## config.mk

```make
export PLATFORM = sky130hd
export DESIGN_NAME = largest_ones_rectangle_flat
export DESIGN_NICKNAME = d
export VERILOG_FILES = /design/src/hw/rtl/lor_pkg.sv /design/src/hw/rtl/lor_if.sv /design/src/hw/rtl/lor_front.sv /design/src/hw/rtl/lor_fifo.sv /design/src/hw/rtl/lor_back.sv /design/src/hw/rtl/largest_ones_rectangle.sv /design/src/flat_wrapper.sv
export SDC_FILE = /design/constraint.sdc
export NUM_CORES = 2
export LEC_CHECK = 0
export ABC_AREA = 0
export BUFFER_PORTS_ARGS = -buffer_cell sky130_fd_sc_hd__buf_2
export CORE_ASPECT_RATIO = 0.9
export CORE_MARGIN = 5
export CORE_UTILIZATION = 30
export DETAILED_ROUTE_END_ITERATION = 8
export SYNTH_ARGS = -nofsm -noshare
export SYNTH_HDL_FRONTEND = slang
export SYNTH_SLANG_ARGS = --single-unit
```

## constraint.sdc

```tcl
create_clock -name clk_i -period 11.8 [get_ports clk_i]
set_input_delay 1.18 -clock clk_i [delete_from_list [all_inputs] [get_ports clk_i]]
set_output_delay 1.18 -clock clk_i [all_outputs]
set_load 0.005 [all_outputs]
```

## src/hw/rtl/lor_pkg.sv

```systemverilog
// Package for the largest-ones-rectangle block: sizes, widths, shared types.
// No dependencies.
`default_nettype none
package lor_pkg;
  localparam int MaxRows = 64;
  localparam int MaxCols = 64;
  localparam int CfgW    = 7;
  localparam int ColW    = $clog2(MaxCols);
  localparam int RowW    = $clog2(MaxRows);
  localparam int HgtW    = $clog2(MaxRows + 1);
  localparam int DepW    = $clog2(MaxCols + 1);
  localparam int AreaW   = 13;
  localparam int CfgIdxW = 1;

  localparam logic [CfgIdxW-1:0] RegNumRows = 1'b0;
  localparam logic [CfgIdxW-1:0] RegNumCols = 1'b1;

  // One queued cell, tagged with its position.
  typedef struct packed {
    logic            black;
    logic [ColW-1:0] col;
    logic            row_end;
    logic            mat_end;
  } cell_t;
endpackage
`default_nettype wire

```

## src/hw/rtl/lor_if.sv

```systemverilog
// Valid/ready channel interfaces for cells, results and register writes.
// Depends on lor_pkg.
`default_nettype none
interface lor_cell_if;
  logic valid;
  logic ready;
  logic cell_req;
  modport source (output valid, output cell_req, input ready);
  modport sink   (input valid, input cell_req, output ready);
endinterface

interface lor_area_if;
  logic valid;
  logic ready;
  logic [lor_pkg::AreaW-1:0] best_area;
  modport source (output valid, output best_area, input ready);
  modport sink   (input valid, input best_area, output ready);
endinterface

interface lor_cfg_if;
  logic valid;
  logic ready;
  logic [lor_pkg::CfgIdxW-1:0] index;
  logic [lor_pkg::CfgW-1:0]    data;
  modport source (output valid, output index, output data, input ready);
  modport sink   (input valid, input index, input data, output ready);
endinterface
`default_nettype wire

```

## src/hw/rtl/lor_front.sv

```systemverilog
// Front end: accepts cells, tracks row/column position, tags row/matrix ends.
// Depends on lor_pkg.
`default_nettype none
module lor_front (
  input  wire                        clk_i,
  input  wire                        rst_ni,
  input  wire                        in_valid_i,
  output logic                       in_ready_o,
  input  wire                        cell_i,
  input  wire [lor_pkg::CfgW-1:0]    num_rows_i,
  input  wire [lor_pkg::CfgW-1:0]    num_cols_i,
  output logic                       push_o,
  output lor_pkg::cell_t             push_data_o,
  input  wire                        full_i
);
  logic [lor_pkg::RowW-1:0] row_q, row_d;
  logic [lor_pkg::ColW-1:0] col_q, col_d;
  logic [lor_pkg::CfgW-1:0] rows_eff, cols_eff;
  logic row_end, mat_end;

  always_comb begin
    rows_eff = (num_rows_i == '0) ? lor_pkg::CfgW'(1) :
               (num_rows_i > lor_pkg::CfgW'(lor_pkg::MaxRows)) ?
               lor_pkg::CfgW'(lor_pkg::MaxRows) : num_rows_i;
    cols_eff = (num_cols_i == '0) ? lor_pkg::CfgW'(1) :
               (num_cols_i > lor_pkg::CfgW'(lor_pkg::MaxCols)) ?
               lor_pkg::CfgW'(lor_pkg::MaxCols) : num_cols_i;
    row_end  = (lor_pkg::CfgW'(col_q) + 1'b1) >= cols_eff;
    mat_end  = row_end && ((lor_pkg::CfgW'(row_q) + 1'b1) >= rows_eff);
    in_ready_o = !full_i;
    push_o = in_valid_i && !full_i;
    push_data_o.black   = cell_i;
    push_data_o.col     = col_q;
    push_data_o.row_end = row_end;
    push_data_o.mat_end = mat_end;
    row_d = row_q;
    col_d = col_q;
    if (push_o) begin
      if (row_end) begin
        col_d = '0;
        row_d = mat_end ? '0 : row_q + 1'b1;
      end else begin
        col_d = col_q + 1'b1;
      end
    end
  end

  always_ff @(posedge clk_i or negedge rst_ni) begin
    if (!rst_ni) begin
      row_q <= '0;
      col_q <= '0;
    end else begin
      row_q <= row_d;
      col_q <= col_d;
    end
  end
endmodule
`default_nettype wire

```

## src/hw/rtl/lor_fifo.sv

```systemverilog
// Short queue between front and back ends.
// Depends on lor_pkg.
`default_nettype none
module lor_fifo (
  input  wire             clk_i,
  input  wire             rst_ni,
  input  wire             push_i,
  input  lor_pkg::cell_t  push_data_i,
  output logic            full_o,
  input  wire             pop_i,
  output lor_pkg::cell_t  pop_data_o,
  output logic            empty_o
);
  lor_pkg::cell_t mem_q [4];
  logic [1:0] wp_q, rp_q;
  logic [2:0] cnt_q;

  assign full_o     = cnt_q == 3'd4;
  assign empty_o    = cnt_q == 3'd0;
  assign pop_data_o = mem_q[rp_q];

  always_ff @(posedge clk_i) begin
    if (push_i) begin
      mem_q[wp_q] <= push_data_i;
    end
  end

  always_ff @(posedge clk_i or negedge rst_ni) begin
    if (!rst_ni) begin
      wp_q <= '0;
      rp_q <= '0;
      cnt_q <= '0;
    end else begin
      if (push_i) wp_q <= wp_q + 1'b1;
      if (pop_i) rp_q <= rp_q + 1'b1;
      cnt_q <= cnt_q + 3'(push_i) - 3'(pop_i);
    end
  end

`ifndef ASSERT_OFF
  a_no_overflow: assert property (@(posedge clk_i) disable iff (!rst_ni)
    full_o |-> !push_i) else $error("fifo overflow");
  a_no_underflow: assert property (@(posedge clk_i) disable iff (!rst_ni)
    empty_o |-> !pop_i) else $error("fifo underflow");
  a_cnt_range: assert property (@(posedge clk_i) disable iff (!rst_ni)
    cnt_q <= 3'd4) else $error("fifo count out of range");
`endif
endmodule
`default_nettype wire

```

## src/hw/rtl/lor_back.sv

```systemverilog
// Back end: histogram update, monotone stack with pops, row flush, best area.
// Depends on lor_pkg.
`default_nettype none
module lor_back (
  input  wire                         clk_i,
  input  wire                         rst_ni,
  input  wire                         empty_i,
  input  lor_pkg::cell_t              item_i,
  output logic                        pop_o,
  output logic                        out_valid_o,
  input  wire                         out_ready_i,
  output logic [lor_pkg::AreaW-1:0]   best_area_o
);
  typedef enum logic [4:0] {
    S_LOAD  = 5'b00001,
    S_SCAN  = 5'b00010,
    S_MUL   = 5'b00100,
    S_FLUSH = 5'b01000,
    S_OUT   = 5'b10000
  } state_e;

  // stack entry: column and its height (fixed while the row is open)
  typedef struct packed {
    logic [lor_pkg::ColW-1:0] col;
    logic [lor_pkg::HgtW-1:0] hgt;
  } bar_t;

  state_e state_q, state_d;
  // heights: valid bits emulate reset-to-zero
  logic [lor_pkg::HgtW-1:0] hgt_q [lor_pkg::MaxCols];
  logic [lor_pkg::MaxCols-1:0] hv_q;
  bar_t stk_q [lor_pkg::MaxCols];
  // top entry and the one below it, kept in registers
  bar_t top_q, below_q;
  bar_t push_bar;
  logic [lor_pkg::DepW-1:0] dep_q;
  logic [lor_pkg::AreaW-1:0] best_q;
  lor_pkg::cell_t cur_q;
  logic [lor_pkg::HgtW-1:0] hrd_q;
  logic hvld_q;
  logic [lor_pkg::HgtW-1:0] ph_q;
  logic [lor_pkg::DepW-1:0] wid_q;
  logic [lor_pkg::AreaW-1:0] area_d;
  logic [lor_pkg::HgtW-1:0] cur_h;
  logic [lor_pkg::DepW-1:0] endp, left;
  logic [lor_pkg::DepW-1:0] dm1, dm2;
  logic do_pop, flushing_q;

  always_comb begin
    dm1       = dep_q - 1'b1;
    dm2       = dep_q - 2'd2;
    cur_h     = !cur_q.black ? '0 :
                hvld_q ? hrd_q + 1'b1 : lor_pkg::HgtW'(1);
    push_bar.col = cur_q.col;
    push_bar.hgt = cur_h;
    endp      = flushing_q ? lor_pkg::DepW'(cur_q.col) + 1'b1
                           : lor_pkg::DepW'(cur_q.col);
    left      = (dep_q > lor_pkg::DepW'(1)) ?
                lor_pkg::DepW'(below_q.col) + 1'b1 : '0;
    do_pop    = (dep_q != '0) && (flushing_q || top_q.hgt >= cur_h);
    area_d    = lor_pkg::AreaW'(ph_q) * lor_pkg::AreaW'(wid_q);
  end

  always_comb begin
    state_d = state_q;
    pop_o = 1'b0;
    unique case (state_q)
      S_LOAD: if (!empty_i) begin
        pop_o = 1'b1;
        state_d = S_SCAN;
      end
      S_SCAN: begin
        if (do_pop) state_d = S_MUL;
        else if (!flushing_q && cur_q.row_end) state_d = S_FLUSH;
        else if (flushing_q && cur_q.mat_end) state_d = S_OUT;
        else state_d = S_LOAD;
      end
      S_MUL:   state_d = S_SCAN;
      S_FLUSH: state_d = S_SCAN;
      S_OUT:   if (out_ready_i) state_d = S_LOAD;
      default: state_d = S_LOAD;
    endcase
  end

  assign out_valid_o = state_q == S_OUT;
  assign best_area_o = best_q;

  always_ff @(posedge clk_i) begin
    if (state_q == S_LOAD && !empty_i) begin
      cur_q  <= item_i;
      hrd_q  <= hgt_q[item_i.col];
      hvld_q <= hv_q[item_i.col];
    end
    if (state_q == S_SCAN && !flushing_q) begin
      hgt_q[cur_q.col] <= cur_h;
    end
    if (state_q == S_SCAN && do_pop) begin
      ph_q  <= top_q.hgt;
      wid_q <= endp - left;
      top_q <= below_q;
    end
    if (state_q == S_SCAN && !do_pop && !flushing_q) begin
      stk_q[dep_q[lor_pkg::ColW-1:0]] <= push_bar;
      top_q   <= push_bar;
      below_q <= top_q;
    end
    // refill the entry under the new top after a pop
    if (state_q == S_MUL) begin
      below_q <= stk_q[dm2[lor_pkg::ColW-1:0]];
    end
  end

  always_ff @(posedge clk_i or negedge rst_ni) begin
    if (!rst_ni) begin
      state_q <= S_LOAD;
      hv_q <= '0;
      dep_q <= '0;
      best_q <= '0;
      flushing_q <= 1'b0;
    end else begin
      state_q <= state_d;
      if (state_q == S_LOAD && !empty_i) begin
        hv_q[item_i.col] <= 1'b1;
        flushing_q <= 1'b0;
      end
      if (state_q == S_SCAN) begin
        if (do_pop) dep_q <= dm1;
        else if (!flushing_q) dep_q <= dep_q + 1'b1;
      end
      if (state_q == S_MUL && area_d > best_q) best_q <= area_d;
      if (state_q == S_FLUSH) flushing_q <= 1'b1;
      if (state_q == S_OUT && out_ready_i) begin
        hv_q <= '0;
        best_q <= '0;
        dep_q <= '0;
      end
    end
  end

`ifndef ASSERT_OFF
  a_onehot: assert property (@(posedge clk_i) disable iff (!rst_ni)
    $onehot(state_q)) else $error("state not one-hot");
  a_empty_out: assert property (@(posedge clk_i) disable iff (!rst_ni)
    out_valid_o |-> dep_q == '0) else $error("stack not empty at result");
  a_depth: assert property (@(posedge clk_i) disable iff (!rst_ni)
    dep_q <= lor_pkg::DepW'(lor_pkg::MaxCols)) else $error("stack overflow");
  a_out_hold: assert property (@(posedge clk_i) disable iff (!rst_ni)
    out_valid_o && !out_ready_i |=> $stable(best_area_o))
    else $error("result changed while stalled");
`endif
endmodule
`default_nettype wire

```

## src/hw/rtl/largest_ones_rectangle.sv

```systemverilog
// Largest all-black rectangle in a streamed binary matrix.
// Result: once the final cell is taken, the area is valid after the back end loads it,
// pops the bars for that cell and in the row flush, and reaches its output state.
// Back end: works on one cell at a time (load, scan, a multiply step per stack pop,
// a flush step per row end); each column is pushed and popped once a row.
// Reset (rst_ni low, async): heights, stack, best area, position cleared;
// sizes return to 64x64. The front takes cells while the 4-entry queue has room.
`default_nettype none
module largest_ones_rectangle (
  input  wire        clk_i,
  input  wire        rst_ni,
  lor_cell_if.sink   cell_in,
  lor_area_if.source area_out,
  lor_cfg_if.sink    cfg_in
);
  logic [lor_pkg::CfgW-1:0] rows_q, cols_q;
  logic push, full, empty, pop;
  lor_pkg::cell_t push_data, pop_data;

  // Register writes are always taken.
  assign cfg_in.ready = 1'b1;

  always_ff @(posedge clk_i or negedge rst_ni) begin
    if (!rst_ni) begin
      rows_q <= lor_pkg::CfgW'(lor_pkg::MaxRows);
      cols_q <= lor_pkg::CfgW'(lor_pkg::MaxCols);
    end else if (cfg_in.valid) begin
      unique case (cfg_in.index)
        lor_pkg::RegNumRows: rows_q <= cfg_in.data;
        lor_pkg::RegNumCols: cols_q <= cfg_in.data;
        default: ;
      endcase
    end
  end

  lor_front u_front (
    .clk_i, .rst_ni,
    .in_valid_i (cell_in.valid),
    .in_ready_o (cell_in.ready),
    .cell_i     (cell_in.cell_req),
    .num_rows_i (rows_q),
    .num_cols_i (cols_q),
    .push_o     (push),
    .push_data_o(push_data),
    .full_i     (full)
  );

  lor_fifo u_fifo (
    .clk_i, .rst_ni,
    .push_i     (push),
    .push_data_i(push_data),
    .full_o     (full),
    .pop_i      (pop),
    .pop_data_o (pop_data),
    .empty_o    (empty)
  );

  lor_back u_back (
    .clk_i, .rst_ni,
    .empty_i    (empty),
    .item_i     (pop_data),
    .pop_o      (pop),
    .out_valid_o(area_out.valid),
    .out_ready_i(area_out.ready),
    .best_area_o(area_out.best_area)
  );
endmodule
`default_nettype wire
```

## src/flat_wrapper.sv

```systemverilog
// flat-port wrapper written by rule: the top's interface ports become plain ports
module largest_ones_rectangle_flat 
  (clk_i, rst_ni, cell_in_valid, cell_in_cell_req, cell_in_ready, area_out_valid, area_out_best_area, area_out_ready, cfg_in_valid, cfg_in_index, cfg_in_data, cfg_in_ready);
  lor_cell_if cell_in_i ();
  lor_area_if area_out_i ();
  lor_cfg_if cfg_in_i ();
  input  wire clk_i;
  input  wire rst_ni;
  input wire logic [$bits(cell_in_i.valid)-1:0] cell_in_valid;
  input wire logic [$bits(cell_in_i.cell_req)-1:0] cell_in_cell_req;
  output wire logic [$bits(cell_in_i.ready)-1:0] cell_in_ready;
  output wire logic [$bits(area_out_i.valid)-1:0] area_out_valid;
  output wire logic [$bits(area_out_i.best_area)-1:0] area_out_best_area;
  input wire logic [$bits(area_out_i.ready)-1:0] area_out_ready;
  input wire logic [$bits(cfg_in_i.valid)-1:0] cfg_in_valid;
  input wire logic [$bits(cfg_in_i.index)-1:0] cfg_in_index;
  input wire logic [$bits(cfg_in_i.data)-1:0] cfg_in_data;
  output wire logic [$bits(cfg_in_i.ready)-1:0] cfg_in_ready;
  assign cell_in_i.valid = cell_in_valid;
  assign cell_in_i.cell_req = cell_in_cell_req;
  assign cell_in_ready = cell_in_i.ready;
  assign area_out_valid = area_out_i.valid;
  assign area_out_best_area = area_out_i.best_area;
  assign area_out_i.ready = area_out_ready;
  assign cfg_in_i.valid = cfg_in_valid;
  assign cfg_in_i.index = cfg_in_index;
  assign cfg_in_i.data = cfg_in_data;
  assign cfg_in_ready = cfg_in_i.ready;
  largest_ones_rectangle u_core (.clk_i(clk_i), .rst_ni(rst_ni), .cell_in(cell_in_i), .area_out(area_out_i), .cfg_in(cfg_in_i));
endmodule
```

* After elaboration in Yosys (flattened, before gate mapping) *
Memory sizes are Yosys's and may differ from the RTL's. A register that Yosys moved wholly into a read port is not among the register bits.
Index checks and enable logic that the tools add are counted.

cells by class
  $mul = 1
  muxes and demuxes = 42
  equal/unequal tests = 9
  reduce and logical (&&, ||, !) cells = 34
  magnitude comparators = 9
  bitwise operators = 2
  add/sub/neg operators = 15

operators with widths
  operator                                                    count
  2-to-1 mux 64 bit                                           2
  2-to-1 mux 7 bit                                            12
  2-to-1 mux 13 bit                                           6
  OR 64 bit                                                   1
  adder 6 x 1 -> 7 bit, second input constant                 4
  2-to-1 mux 5 bit                                            5
  greater-or-equal comparator 7 bit                           3
  case mux 5 bit (4 select lines)                             1
  adder 7 x 1 -> 7 bit, second input constant                 2
  > comparator 7 bit, second input constant                   2
  zero test 7 bit                                             2
  > comparator 13 bit                                         1
  logical AND 1 bit                                           13
  multiplier 7 x 7 -> 13 bit                                  1
  adder 6 x 1 -> 6 bit, second input constant                 2
  2-to-1 mux 1 bit                                            12
  2-to-1 mux 6 bit                                            2
  nonzero test 2 bit                                          6
  AND reduction 2 bit                                         5
  > comparator 7 x 1 -> 1 bit, second input constant          1
  less-than comparator 6 x 7 -> 1 bit, second input constant  1
  nonzero test 7 bit                                          1
  subtractor 7 x 1 -> 7 bit, second input constant            1
  subtractor 7 bit                                            1
  21 further kinds                                            25

storage, ports and cells
  memories = 3
  bits in writable memories = 1316
  bits of input ports = 14
  register bits after elaboration = 173

memory list
  name                 words  bits a word  read ports  clocked after Yosys merged registers in  wr ports  RTL line        source
  u_core.u_back.stk_q  64     13           1           0                                        1         lor_back.sv:32  bar_t stk_q [lor_pkg::MaxCols];
  u_core.u_back.hgt_q  64     7            1           1                                        1         lor_back.sv:30  logic [lor_pkg::HgtW-1:0] hgt_q [lor_pkg::MaxCols];
  u_core.u_fifo.mem_q  4      9            1           0                                        1         lor_fifo.sv:14  lor_pkg::cell_t mem_q [4];

* Depth between registers and ports, before layout *
  depth after elaboration = 11
  depth in mapped cells = 22
  mapped depth without buffers = 21

* By module *
A second synthesis with hierarchy kept.

unflattened totals
  cells, all modules = 3531
  area total of the unflattened synthesis = 61844.3 um^2

by module, submodules not included
  module                  cells an instance  times used  area each (um^2)
  lor_back                3283               1           58488.6
  lor_fifo                81                 1           1689.1
  lor_front               134                1           1087.3
  largest_ones_rectangle  33                 1           579.3

* Worst setup path after synthesis *
Ideal clock, no wire load.

  kind = reg-to-reg
  from = register u_core.u_back.hrd_q[0] (netlist name), read port of u_core.u_back.hgt_q
  to = memory u_core.u_back.stk_q[10][0] (netlist name) (enable)
  path buffers = 1
  clock period less this slack = 9.028 ns
  library setup time = 0.382 ns
  stages on the path, launching flop included = 11
  setup slack = 2.772 ns
  arrival time = 8.645 ns
  cells stage by stage = edfxtp_1 a21boi_0 ha_1 nand2b_1 a21o_1 a21oi_1 o211a_1 o21ai_1 or4_1 clkbuf_1 nor2_1

between the ends
  cells in the longest elaborated chain, start to end = 11

ends and longest elaborated chain
  item                                    RTL line         source
  from (decl)                             lor_back.sv:39   logic [lor_pkg::HgtW-1:0] hrd_q;
  adder 7 x 1 -> 7 bit                    lor_back.sv:53   hvld_q ? hrd_q + 1'b1 : lor_pkg::HgtW'(1);
  2-to-1 mux 7 bit                        lor_back.sv:53
  2-to-1 mux 7 bit                        lor_back.sv:52   cur_h = !cur_q.black ? '0 :
  named net u_core.u_back.cur_h, one bit  lor_back.sv:44   logic [lor_pkg::HgtW-1:0] cur_h;
  greater-or-equal comparator 7 bit       lor_back.sv:60   do_pop = (dep_q != '0) && (flushing_q || top_q.hgt >= cur_h);
  logical OR 1 bit                        lor_back.sv:60
  logical AND 1 bit                       lor_back.sv:60
  zero test 1 bit                         lor_back.sv:102  if (state_q == S_SCAN && !do_pop && !flushing_q) begin
  logical AND 1 bit (2 in series)         lor_back.sv:102
  2-to-1 mux 1 bit                        lor_back.sv:102
  2-to-1 mux 1 bit (not written as such)  lor_back.sv:103  stk_q[dep_q[lor_pkg::ColW-1:0]] <= push_bar;
  to (decl)                               lor_back.sv:32

The timed path passes the listed nets, and every way through them passes these cells.

* Worst setup path after layout *
  from = register u_core.u_back.wid_q[1] (netlist name)
  to = register u_core.u_back.best_q, in the netlist u_core.u_back.best_area_o[10]

between the ends
  cells in the longest elaborated chain, start to end = 4
  elaborated cells on any way between the ends = 6

ends and longest elaborated chain
  item                          RTL line         source
  from (decl)                   lor_back.sv:42   logic [lor_pkg::DepW-1:0] wid_q;
  from (signal assigned)        lor_back.sv:99   wid_q <= endp - left;
  multiplier 7 x 7 -> 13 bit *  lor_back.sv:61   area_d = lor_pkg::AreaW'(ph_q) * lor_pkg::AreaW'(wid_q);
  > comparator 13 bit           lor_back.sv:130  if (state_q == S_MUL && area_d > best_q) best_q <= area_d;
  logical AND 1 bit             lor_back.sv:130
  nonzero test 2 bit (no line)  n/a
  to (signal assigned)          lor_back.sv:130
  to (decl)                     lor_back.sv:37   logic [lor_pkg::AreaW-1:0] best_q;

Every way passes the cells marked *; elsewhere a longest branch is shown, timed or not. The select of a mux whose other input is x is not followed.
A chain may end at the register's enable or synchronous reset.

==> metrics <==
status finished, final reports clean; GRT Residual Overflow 0; Cell variety after synth 62; syn_nets 3453; VDD IR max ~0.00023 V; Starting Density 0.301; worst-margin pin slew 1.23 ns; GRT Overall Usage 0.131; Clock Path Buffers 3; core region area about 0.2 mm2; Worst R2R Path Depth 21; cts repair resizes 0; total negative slack 0 ns; DR pass1 iterations 5; Synth-to-Final Area Change 13.5%; initial DRC count 3556; ys async rst share 0.0822; Num CTS Buffers roughly 140; Synth Cell Area 0.0603 mm2; number of antenna violations at the first check in global routing 4; die extent in x 483 um; I/O pin count 30; Final Setup Violations 0; MaxCap Viol Count 0; reg2reg start u_core.u_back.wid_q[1]; first-pass GRT wire length about 210 mm; row cnt 156; Mapped Cells 3325; port buffer count 28; Root Driver clkbuf_16; final hold violation count 0; nets 3559; share of cells above drive strength 1 0.191; drt drc 0; Die H 435 um; worst r2r dst u_core.u_back.best_area_o[10]; vias per cell 4.98; Final GP Congestion 0.814; HP Class in -> async; fmax around 160 MHz; worst reg2reg setup slack 5.42 ns; Startpoint Class register; CP Capture Type register; WP data arrival ~7.0 ns; post-synthesis sequential area ratio 0.735; clock skew 0.0320 ns; final WL roughly 140 mm; Post-synth EDFFs 1373; clock sink count 1496; latest clock arrival within the worst-skew pair 0.77 ns; post-route ant nets 0; Lkg Pwr about 22 nW; final worst-path cycle share 0.541; dpl hpwl between 80 and 90 mm; Ys Warns 0; vias 31000; htree depth 4; ys flop type edfxtp_1; post-synthesis register bit count 1496; Post-CTS Setup Inserts 0; diode count 0; Avg Inst Size Synth approximately 18 um2; Max FO, Critical Path 13; post-route core utilization 0.341; Max transition margin 0.170; clock-pin slew on the worst setup and hold paths 0.07 ns; kind of critical path reg -> reg; vias in the first global route 31000; min cycle time layout approximately 6.4 ns; Cell Pwr Density 266 mW/mm2; Total Die Area 0.210 mm2; WL per Instance 22.5 um; RSZ-0062 raised after global routing no; largest net degree at the start of global routing 109; CTS tree done; WP data required 12.44 ns; Post-CTS Hold Buffers 0; Slew Limit Fails 0
-- cell usage after synthesis (all sizes together), types with 16 or more instances --
cell type,number,share of area
edfxtp,1373,0.68
mux4,268,0.10
nor2,268,0.018
a22oi,224,0.028
nand2,156,0.0097
dfrtp,120,0.050
a21oi,119,0.0099
ha,89,0.018
buf,87,0.0078
clkbuf,74,0.0046
inv,69,0.0043
o21ai,44,0.0037
a41oi,42,0.0061
and2,40,0.0041
xnor2,36,0.0052
mux2,28,0.0052
nand3,27,0.0022
fa,25,0.0083
mux2i,21,0.0035
nand4,21,0.0022
a21o,20,0.0025
a22o,17,0.0025
a31o,17,0.0025
a221oi,16,0.0023
xor2,16,0.0023
-- how the worst max path moves through the flow --
stage                                         end  slack, ns  depth (start not counted)              startpoint
finish              u_core.u_back.best_area_o[10]       5.42                         21  u_core.u_back.wid_q[1]
floorplan              u_core.u_back.stk_q[10][0]       2.77                         10  u_core.u_back.hrd_q[0]
detailed placement   u_core.u_back.best_area_o[4]       5.35                         21  u_core.u_back.wid_q[1]
global placement    u_core.u_back.best_area_o[10]       5.35                         21  u_core.u_back.wid_q[1]
CTS                 u_core.u_back.best_area_o[11]       5.36                         21  u_core.u_back.wid_q[1]
global route        u_core.u_back.best_area_o[12]       4.96                         21  u_core.u_back.wid_q[1]
-- placed cells by master (no fill, tap or decap), types with 67 or more instances in the layout --
cell          n
ha_1         88
nor2_1      242
a21oi_1     119
nand2_1     156
edfxtp_1   1373
dfrtp_1     118
mux4_2      268
buf_4        92
a22oi_1     224
inv_1        67
clkbuf_16   144
-- logic make-up (layout without fill, tap and decap cells) --
group                    after synthesis  in the layout  synth area share
flip-flops                          1496           1496             0.735
other                                  1              1         0.0000622
AO/OA/AOI/OAI                        527            527            0.0609
buffers and inverters                230            446            0.0167
XOR/XNOR                              52             52           0.00755
multiplexers                         317            317             0.109
adder cells (fa/ha/maj)              114            114            0.0268
AND/OR/NAND/NOR                      588            588            0.0444
-- worst max-delay path: stages, from the launching register on --
cell and delay [ns]:
edfxtp_1 0.47, and2_1 0.22, fa_1 0.53, inv_1 0.05
fa_1 0.52, inv_1 0.05, fa_1 0.47, inv_1 0.05
fa_1 0.47, inv_1 0.04, ha_1 0.30, o21ai_0 0.17
a21oi_1 0.08, o41ai_1 0.41, xnor2_1 0.20, ha_1 0.28
a21o_1 0.16, a21o_1 0.17, a21oi_1 0.19, nand2_1 0.07
o21ai_1 0.93, mux2_2 0.42
-- per-layer routing --
| layer | vias to the layer above | routed length, um | global-route usage |
|---|---|---|---|
| li1 | 13600 | - | - |
| met1 | 16200 | 62600 | 0.193 |
| met2 | 1075 | 63900 | 0.196 |
| met3 | 208 | 10200 | 0.0261 |
| met4 | 2 | 3680 | 0.0409 |
| met5 | - | 13 | 0 |
-- state kept, by name, summed over array words and instances (netlist names), 9 cells and up --
register,cells
u_core.u_back.below_q,13
u_core.u_back.best_area_o,13
u_core.u_back.cur_q,9
u_core.u_back.hgt_q,448
u_core.u_back.hv_q,64
u_core.u_back.stk_q,832
u_core.u_back.top_q,13
u_core.u_fifo.mem_q,36
-- stage by stage --
stage / cell area [um2] / setup WS [ns] / cells / total power [mW] / hold slack, ns
3_3_place_gp: 63900 / 5.35 / 5972 / 13.8 / 0.476
2_1_floorplan: 60300 / 2.77 / 3325 / 11.7 / 0.450
5_1_grt: 68400 / 4.96 / 6227 / 19.1 / 0.399
3_5_place_dp: 63900 / 5.35 / 5972 / 13.9 / 0.484
6_report: 68400 / 5.42 / 6227 / 18.2 / 0.387
4_1_cts: 68400 / 5.36 / 6227 / 18.4 / 0.355
-- area by class of cell --
class                   instances  area [um2]
fillers                     18900      132000
flip-flops and latches       1496       44300
multi-input cells            1599       15100
clock buffers                 185        3800
well taps                    2686        3360
repair buffers                122         877
clock inverters                70         714
inverters                      69         264
-- power by group --
part	internal (mW)	switching [mW]
combinational	2.47	4.03
sequential	6.83	0.366
clock	2.51	1.98
total	11.8	6.37
Power figures use the tool's default switching activity.
